## src/rtl/utf8v_pkg.sv

```systemverilog
// shared types and constants of the utf-8 text validator
package utf8v_pkg;

   localparam int unsigned ByteWidth = 8;

   // lead and continuation byte boundaries
   localparam logic [ByteWidth-1:0] AsciiMax     = 8'h7f;
   localparam logic [ByteWidth-1:0] Lead2Min     = 8'hc2;
   localparam logic [ByteWidth-1:0] Lead2Max     = 8'hdf;
   localparam logic [ByteWidth-1:0] Lead3Min     = 8'he0;
   localparam logic [ByteWidth-1:0] Lead3Max     = 8'hef;
   localparam logic [ByteWidth-1:0] Lead4Min     = 8'hf0;
   localparam logic [ByteWidth-1:0] Lead4Max     = 8'hf4;
   localparam logic [ByteWidth-1:0] LeadSurr     = 8'hed;
   localparam logic [ByteWidth-1:0] ContMask     = 8'hc0;
   localparam logic [ByteWidth-1:0] ContTag      = 8'h80;
   localparam logic [ByteWidth-1:0] Limit3       = 8'ha0;
   localparam logic [ByteWidth-1:0] Limit4       = 8'h90;

   // forbidden characters
   localparam logic [ByteWidth-1:0] CharNul      = 8'h00;
   localparam logic [ByteWidth-1:0] CharLf       = 8'h0a;
   localparam logic [ByteWidth-1:0] CharCr       = 8'h0d;
   localparam logic [ByteWidth-1:0] CharSpace    = 8'h20;

   // limit on the byte right after a lead
   typedef enum logic [2:0] {
      RULE_NONE   = 3'd0,
      RULE_MIN_A0 = 3'd1,
      RULE_LT_A0  = 3'd2,
      RULE_MIN_90 = 3'd3,
      RULE_LT_90  = 3'd4
   } rule_type;

   typedef struct packed {
      logic [1:0] pending;
      rule_type   rule;
      logic       err;
   } seq_state_type;

   localparam seq_state_type SeqStateClear = '{pending: 2'd0, rule: RULE_NONE, err: 1'b0};

   typedef struct packed {
      logic          has_result;
      logic          valid_res;
      seq_state_type next_state;
   } step_out_type;

endpackage

```

## src/rtl/utf8_text_validator_core.sv

```systemverilog
// top level of the strict utf-8 text validator
//
// usage: a string enters on the req_ channel one byte per item; req_last marks
// the final byte, and an item with req_empty_marker set ends an empty string
// (its byte is ignored). one item leaves on the rsp_ channel per string, with
// rsp_valid_res high only if every byte passed and no sequence was left open.
// order: an accepted item sits in the input register, is checked from there,
// and its result is loaded into the result register, which drives rsp_.
// throughput: one item per cycle unless a string-ending item waits on a full result
// register; six state flops and byte compares sit between input and result registers.
// stall: the result register holds until rsp_ready; while it is full, bytes
// that end no string still flow through, and a string-ending item waits in the
// input register, which then drops req_ready.
// reset: synchronous, clears both registers' valid flags and the sequence
// state; no clearing pass is needed and the block is ready the cycle after.
module utf8_text_validator_core
   import utf8v_pkg::*;
(
   input  logic                 clock,
   input  logic                 reset,
   input  logic                 req_valid,
   output logic                 req_ready,
   input  logic [ByteWidth-1:0] req_text_byte,
   input  logic                 req_last,
   input  logic                 req_empty_marker,
   output logic                 rsp_valid,
   input  logic                 rsp_ready,
   output logic                 rsp_valid_res
);

   // input register
   logic                 s1_valid_ff, s1_valid_in;
   logic [ByteWidth-1:0] s1_byte_ff;
   logic                 s1_last_ff;
   logic                 s1_empty_ff;

   // running sequence state of the current string
   seq_state_type        state_ff, state_in;

   // result register
   logic                 rsp_valid_ff, rsp_valid_in;
   logic                 rsp_valid_res_ff;

   step_out_type         step_out;
   logic                 out_free;
   logic                 s1_advance;
   logic                 req_take;

   utf8v_step u_step (
      .cur_state    (state_ff),
      .text_byte    (s1_byte_ff),
      .last         (s1_last_ff),
      .empty_marker (s1_empty_ff),
      .step_out     (step_out)
   );

   // result slot is free when empty or being drained this cycle
   assign out_free   = ~rsp_valid_ff | rsp_ready;
   // items that end no string never wait on the result side
   assign s1_advance = s1_valid_ff & (~step_out.has_result | out_free);
   assign req_ready  = ~s1_valid_ff | s1_advance;
   assign req_take   = req_valid & req_ready;

   always_comb begin
      s1_valid_in = s1_valid_ff;
      if (req_take) begin
         s1_valid_in = 1'b1;
      end else if (s1_advance) begin
         s1_valid_in = 1'b0;
      end
   end

   always_comb begin
      state_in = state_ff;
      if (s1_advance) begin
         state_in = step_out.next_state;
      end
   end

   always_comb begin
      rsp_valid_in = rsp_valid_ff;
      if (s1_advance && step_out.has_result) begin
         rsp_valid_in = 1'b1;
      end else if (rsp_ready) begin
         rsp_valid_in = 1'b0;
      end
   end

   // control state
   always_ff @(posedge clock) begin
      if (reset) begin
         s1_valid_ff  <= 1'b0;
         rsp_valid_ff <= 1'b0;
         state_ff     <= SeqStateClear;
      end else begin
         s1_valid_ff  <= s1_valid_in;
         rsp_valid_ff <= rsp_valid_in;
         state_ff     <= state_in;
      end
   end

   // payload, no reset needed
   always_ff @(posedge clock) begin
      if (req_take) begin
         s1_byte_ff  <= req_text_byte;
         s1_last_ff  <= req_last;
         s1_empty_ff <= req_empty_marker;
      end
      if (s1_advance && step_out.has_result) begin
         rsp_valid_res_ff <= step_out.valid_res;
      end
   end

   assign rsp_valid     = rsp_valid_ff;
   assign rsp_valid_res = rsp_valid_res_ff;

endmodule

```

## src/rtl/utf8v_step.sv

```systemverilog
// combinational check of one byte against the running sequence state
module utf8v_step
   import utf8v_pkg::*;
(
   input  seq_state_type        cur_state,
   input  logic [ByteWidth-1:0] text_byte,
   input  logic                 last,
   input  logic                 empty_marker,
   output step_out_type         step_out
);

   seq_state_type upd;

   always_comb begin
      upd = cur_state;
      if (text_byte == CharNul || text_byte == CharLf ||
          text_byte == CharCr || text_byte == CharSpace) begin
         upd.err = 1'b1;
      end
      if (cur_state.pending == 2'd0) begin
         upd.rule = RULE_NONE;
         priority if (text_byte <= AsciiMax) begin
            upd.pending = 2'd0;
         end else if (text_byte >= Lead2Min && text_byte <= Lead2Max) begin
            upd.pending = 2'd1;
         end else if (text_byte >= Lead3Min && text_byte <= Lead3Max) begin
            upd.pending = 2'd2;
            if (text_byte == Lead3Min) begin
               upd.rule = RULE_MIN_A0;
            end else if (text_byte == LeadSurr) begin
               upd.rule = RULE_LT_A0;
            end
         end else if (text_byte >= Lead4Min && text_byte <= Lead4Max) begin
            upd.pending = 2'd3;
            if (text_byte == Lead4Min) begin
               upd.rule = RULE_MIN_90;
            end else if (text_byte == Lead4Max) begin
               upd.rule = RULE_LT_90;
            end
         end else begin
            upd.err = 1'b1;
         end
      end else begin
         if ((text_byte & ContMask) != ContTag) begin
            upd.err = 1'b1;
         end
         unique case (cur_state.rule)
            RULE_MIN_A0: if (text_byte < Limit3)  upd.err = 1'b1;
            RULE_LT_A0:  if (text_byte >= Limit3) upd.err = 1'b1;
            RULE_MIN_90: if (text_byte < Limit4)  upd.err = 1'b1;
            RULE_LT_90:  if (text_byte >= Limit4) upd.err = 1'b1;
            default: ;
         endcase
         upd.rule    = RULE_NONE;
         upd.pending = cur_state.pending - 2'd1;
      end
   end

   always_comb begin
      step_out.has_result = last | empty_marker;
      step_out.valid_res  = ~empty_marker & ~upd.err & (upd.pending == 2'd0);
      step_out.next_state = (last | empty_marker) ? SeqStateClear : upd;
   end

endmodule

```

## config.mk

```make
export PLATFORM = sky130hd
export DESIGN_NAME = utf8_text_validator_core
export DESIGN_NICKNAME = d
export VERILOG_FILES = /design/src/rtl/utf8v_pkg.sv /design/src/rtl/utf8_text_validator_core.sv /design/src/rtl/utf8v_step.sv
export SDC_FILE = /design/constraint.sdc
export NUM_CORES = 1
export LEC_CHECK = 0
export ABC_AREA = 1
export BUFFER_PORTS_ARGS = -buffer_cell sky130_fd_sc_hd__buf_4
export CAP_MARGIN = 40
export CORE_MARGIN = 10
export CORE_UTILIZATION = 52
export DETAILED_ROUTE_END_ITERATION = 16
export GPL_TIMING_DRIVEN = 1
export PLACE_DENSITY = 0.85
export SYNTH_ARGS = -nofsm -noshare
export SYNTH_HDL_FRONTEND = slang
export SYNTH_SLANG_ARGS = --single-unit
```

## constraint.sdc

```tcl
create_clock -name clock -period 3.8 [get_ports clock]
set_input_delay 0.57 -clock clock [delete_from_list [all_inputs] [get_ports clock]]
set_output_delay 0.57 -clock clock [all_outputs]
set_load 0.05 [all_outputs]
```

Word level (Yosys, flattened, before mapping)
Index checks and enable logic that the tools add are counted.

word-level totals
  flip-flop bits (word level) = 19
  input port bits = 14
  word-level logic and storage cells = 83

operators by class
  $add $sub $neg = 1
  order comparisons = 11
  eq/ne operators = 12
  mux-type cells = 25
  bitwise operators = 13
  reductions and logical operators = 12

operators with widths
  kind                                                                               number
  8-bit greater-or-equal comparator (second input constant)                          5
  8-bit == test (second input constant)                                              4
  8-bit less-or-equal comparator (second input constant)                             3
  8-bit by 4-bit == test with 1-bit output (second input constant)                   2
  8-bit < comparator (second input constant)                                         2
  1-bit two-way mux                                                                  12
  6-bit two-way mux                                                                  2
  5-bit two-way mux                                                                  2
  3-bit two-way mux                                                                  3
  8-bit by 6-bit == test with 1-bit output (second input constant)                   1
  8-bit by 7-bit less-or-equal comparator with 1-bit output (second input constant)  1
  8-bit logical NOT                                                                  1
  4-bit two-way mux                                                                  2
  3-bit by 2-bit == test with 1-bit output (second input constant)                   2
  2-bit two-way mux                                                                  3
  1-bit inverter                                                                     5
  1-bit bitwise AND                                                                  4
  1-bit logical AND                                                                  4
  2-bit logical NOT                                                                  2
  1-bit bitwise OR                                                                   4
  1-bit case mux with 4 select lines                                                 1
  2-bit nonzero test                                                                 2
  3-bit by 1-bit == test with 1-bit output (second input constant)                   1
  3-bit == test (second input constant)                                              1
  3 further kinds                                                                    5

Longest topological paths before layout
  depth in word-level cells = 13
  depth in mapped cells = 12
  mapped depth without buffers = 12

Modules after synthesis
A second synthesis with hierarchy kept.

second synthesis, totals
  cells, all modules = 164
  area, all modules = 1,162.4 um^2

by module, submodules not included
  module                    times used  cells an instance  area each (um^2)  seq. area each (um^2)
  utf8_text_validator_core  1           65                 724.4             490.5
  utf8v_step                1           99                 437.9             0.0

Least setup slack after synthesis
No wires, ideal clock.

  path type = register to register
  start = register rsp_valid_ff (netlist: rsp_valid)
  end = register s1_byte_ff[0], enable pin
  data arrival time = 1,698 ps
  required time = 3,514 ps
  slack = 1,816 ps
  cell stages (with the launch flop) = 4
  path through = dfxtp_1 nand4_1 nand2_1 inv_1

on the way
  word-level cells in the longest chain between the ends = 6

RTL lines
  item                      RTL line                         text
  start: declaration        utf8_text_validator_core.sv:41   logic rsp_valid_ff, rsp_valid_in;
  start signal: assignment  utf8_text_validator_core.sv:97   rsp_valid_ff <= rsp_valid_in;
  1-bit inverter            utf8_text_validator_core.sv:58   assign out_free = ~rsp_valid_ff | rsp_ready;
  1-bit bitwise OR          utf8_text_validator_core.sv:58
  1-bit bitwise OR          utf8_text_validator_core.sv:60   assign s1_advance = s1_valid_ff & (~step_out.has_result | out_free);
  1-bit bitwise AND         utf8_text_validator_core.sv:60
  1-bit bitwise OR          utf8_text_validator_core.sv:61   assign req_ready = ~s1_valid_ff | s1_advance;
  named net req_ready       utf8_text_validator_core.sv:22   output logic req_ready,
  1-bit bitwise AND         utf8_text_validator_core.sv:62   assign req_take = req_valid & req_ready;
  named net req_take        utf8_text_validator_core.sv:47   logic req_take;
  end signal: assignment    utf8_text_validator_core.sv:105  s1_byte_ff <= req_text_byte;
  end: declaration          utf8_text_validator_core.sv:33   logic [ByteWidth-1:0] s1_byte_ff;

The timed path passes the listed nets, and every way through them passes these cells.
A chain may end at the register's enable or synchronous reset.

Worst setup path after layout
  start = register s1_empty_ff
  end = output port req_ready

on the way
  word-level cells in the longest chain between the ends = 5

RTL lines
  item                      RTL line                         text
  start: declaration        utf8_text_validator_core.sv:35   logic s1_empty_ff;
  start signal: assignment  utf8_text_validator_core.sv:107  s1_empty_ff <= req_empty_marker;
  1-bit bitwise OR          utf8v_step.sv:60                 step_out.has_result = last | empty_marker;
  1-bit inverter            utf8_text_validator_core.sv:60
  1-bit bitwise OR          utf8_text_validator_core.sv:60
  1-bit bitwise AND         utf8_text_validator_core.sv:60
  1-bit bitwise OR          utf8_text_validator_core.sv:61
  end: declaration          utf8_text_validator_core.sv:22

Every way passes these cells.

==> summary.md <==
| Metric | Value |
|---|---|
| Worst hold path type | `input pin to flip-flop` |
| R2R setup slack | `2100 ps` |
| Worst rel slew slack | `73.7%` |
| Diodes inserted | `0` |
| Final Max Slew Viols | `0` |
| Crit-path max cell delay | `420 ps` |
| Worst slew pin tran | `394 ps` |
| H-tree levels | `1` |
| Commonest cells after routing, fill and taps aside | `nand2_1, inv_1, buf_4` |
| Fin Clk Skew | `2.05 ps` |
| Yosys reg bits | `19` |
| ANT nets after route | `0` |
| Die Wd | `64.0 µm` |
| Top cells by area, synth | `edfxtp_1, dfxtp_1, nand2_1, inv_1, a21oi_1` |
| Hold path startpoint | `req_text_byte[6]` |
| Port bufs | `16` |
| Status | `complete, no violations` |
| Area leader, netlist | `edfxtp_1` |
| RSZ-0062 raised after global routing | `false` |
| Synth top area share | `32.8%` |
| MaxCap Viol Count | `0` |
| Top Ports | `17` |
| Seq/Total Area, Yosys | `48.7%` |
| Filler cells | `147` |
| Final Hold Vio Count | `0` |
| Critical path startpoint category | `flip-flop` |
| Number of setup violations in the final report | `0` |
| Worst Setup Path Type | `flip-flop to primary output` |
| Pwr/cell area | `328 nW/µm²` |
| Area grow syn2layout | `17.4%` |
| Bufs and invs on worst path | `1` |
| CTS sink count | `19` |
| Total Neg Setup Slack | `0 ps` |
| Synth unique cells | `24` |
| Clock latency on the worst-skew pair | `300 ps` |
| Tmin final | `2050 ps` |
| CTS tree | `yes` |
| Commonest non-fill, non-tap cell in the layout | `nand2_1` |
| Share of post-route cells with drive strength above 1 | `25.2%` |
| Die Span Y | `64.0 µm` |
| Period Utilization, post-route | `53.9%` |
| Power, Total | `0.388 mW` |
| Vias per cell | `5.11` |
| DRT Wirelength | `2170 µm` |
| PostCTS Resize Cnt | `0` |
| # hold bufs at CTS | `0` |
| DIE AREA | `4100 µm²` |
| Hpwl dp | `1760 µm` |
| Core area | `1780 µm²` |
| R2r worst-path depth | `4` |
| First-pass GRT wire length | `3660 µm` |
| Total GRT Usage | `11.3%` |
| Synth Instances | `124` |
| Clock slew at reported path FFs | `110 ps` |
| Syn nets | `138` |
| Critical path arrival | `1480 ps` |
| Vias in the first global route | `904` |
| Max clock buf depth | `2` |
| Worst EP required | `3230 ps` |
| Leak pwr | `0.539 nW` |
| Worst path slowest cell | `edfxtp_1` |
| Residual DRC | `0` |
| Top delay family on crit path | `simple AND/OR/NAND/NOR gates` |
| Crit Reg-Reg Startpoint | `s1_empty_ff` |
| Largest net degree at the start of global routing | `12` |
| Crit end category | `primary output` |
| Drt first-iter violations | `27` |
| Fmax | `489 MHz` |
| Drt wl/cell | `12.9 µm` |
| Setup Buffers After CTS | `0` |
| DRT Pass-1 Iters | `4` |
| FP Rows | `15` |
| Max VDD drop | `0.000284 V` |
| Yosys warns | `0` |
| Crit Path Max Fanout | `5` |
| Initial Utilization | `56.5%` |
| Fin nets | `158` |
| CP cell instances | `or2_1 -> nand4_1 -> buf_4` |
| Mean post-synth cell area | `8.12 µm²` |
| Via count | `858` |
| Hold Path End | `s1_byte_ff[6]` |
| CTS Buf Count | `3` |
| Synth Cell Area | `1010 µm²` |
| Hold depth | `1` |
| GRT Residual Overflow | `0` |
| Initial antenna violation count | `0` |
| CTS root buf | `clkbuf_4` |
| Worst Setup Slack, final | `1750 ps` |
| Post-placement setup slack | `2060 ps` |
| R2R Path End | `s1_byte_ff[5]` |
| GPL Wtd Cong | `0.830` |
cells in the mapped netlist (all sizes together):
| cell type | number |
|---|---|
| nor2 | 14 |
| o21ai | 1 |
| inv | 21 |
| nand2 | 37 |
| a31oi | 1 |
| nor3 | 2 |
| nand3 | 9 |
| clkinv | 1 |
| nand3b | 1 |
| nand4 | 3 |
| or2 | 2 |
| edfxtp | 11 |
| dfxtp | 8 |
| buf | 1 |
| o211ai | 1 |
| a21oi | 11 |
flip-flops by register name (all words and copies together), names as in the netlist:
| name | cells |
|---|---|
| state_ff | 6 |
| s1_valid_ff | 1 |
| rsp_valid | 1 |
| rsp_valid_res | 1 |
| s1_empty_ff | 1 |
| s1_byte_ff | 8 |
| s1_last_ff | 1 |
how the worst max path moves through the flow:
| stage | startpoint | endpoint | slack (ps) | cells past startpoint |
|---|---|---|---|---|
| 5_1_grt | s1_empty_ff | req_ready | 1660 | 3 |
| 6_report | s1_empty_ff | req_ready | 1750 | 3 |
| 3_3_place_gp | rsp_ready | req_ready | 2120 | 4 |
| 4_1_cts | s1_empty_ff | req_ready | 1750 | 3 |
| 3_5_place_dp | rsp_ready | req_ready | 2060 | 4 |
| 2_1_floorplan | rsp_valid | s1_byte_ff[0] | 1820 | 3 |
power by group:
part	leakage [nW]	switching (mW)	internal, mW
Combinational	0.350	0.0314	0.0204
Sequential	0.172	0.00598	0.227
Clock	0.0177	0.0639	0.0393
Total	0.539	0.101	0.287
cell type report:
cell class              instances  area, µm²  area share [%]
flip-flops and latches         19        490            41.5
multi-input cells              82        430            36.4
repair buffers                 16        120            10.2
well taps                      25       31.3            2.65
clock inverters                 1       5.00           0.423
clock buffers                   3       22.5            1.90
inverters                      22       82.6            6.98
metrics by stage:
stage	hold slack (ps)	instance area, µm²	util, %	cells
finish	435	1180	66.3	168
floorplan	445	1010	-	124
CTS	429	1180	66.3	168
global placement	456	1150	64.8	164
global route	417	1180	66.3	168
detailed placement	479	1150	64.8	164
cell families after synthesis:
logic type             after synthesis  synth area share (%)
flip-flops                          19                  48.7
buffers and inverters               23                  8.57
AND/OR/NAND/NOR                     68                  34.3
AO/OA/AOI/OAI                       14                  8.45
metal layers:
| layer | part of all wire (%) | global-route usage, % | up-vias | wire length [µm] |
|---|---|---|---|---|
| met4 | 2.8 | 8.47 | 0 | 60 |
| met3 | 5.3 | 3.48 | 7 | 114 |
| li1 | - | - | 437 | - |
| met5 | 0 | 0 | - | 0 |
| met2 | 52 | 19.4 | 31 | 1120 |
| met1 | 40 | 11.2 | 383 | 874 |
Power figures use the tool's default switching activity.
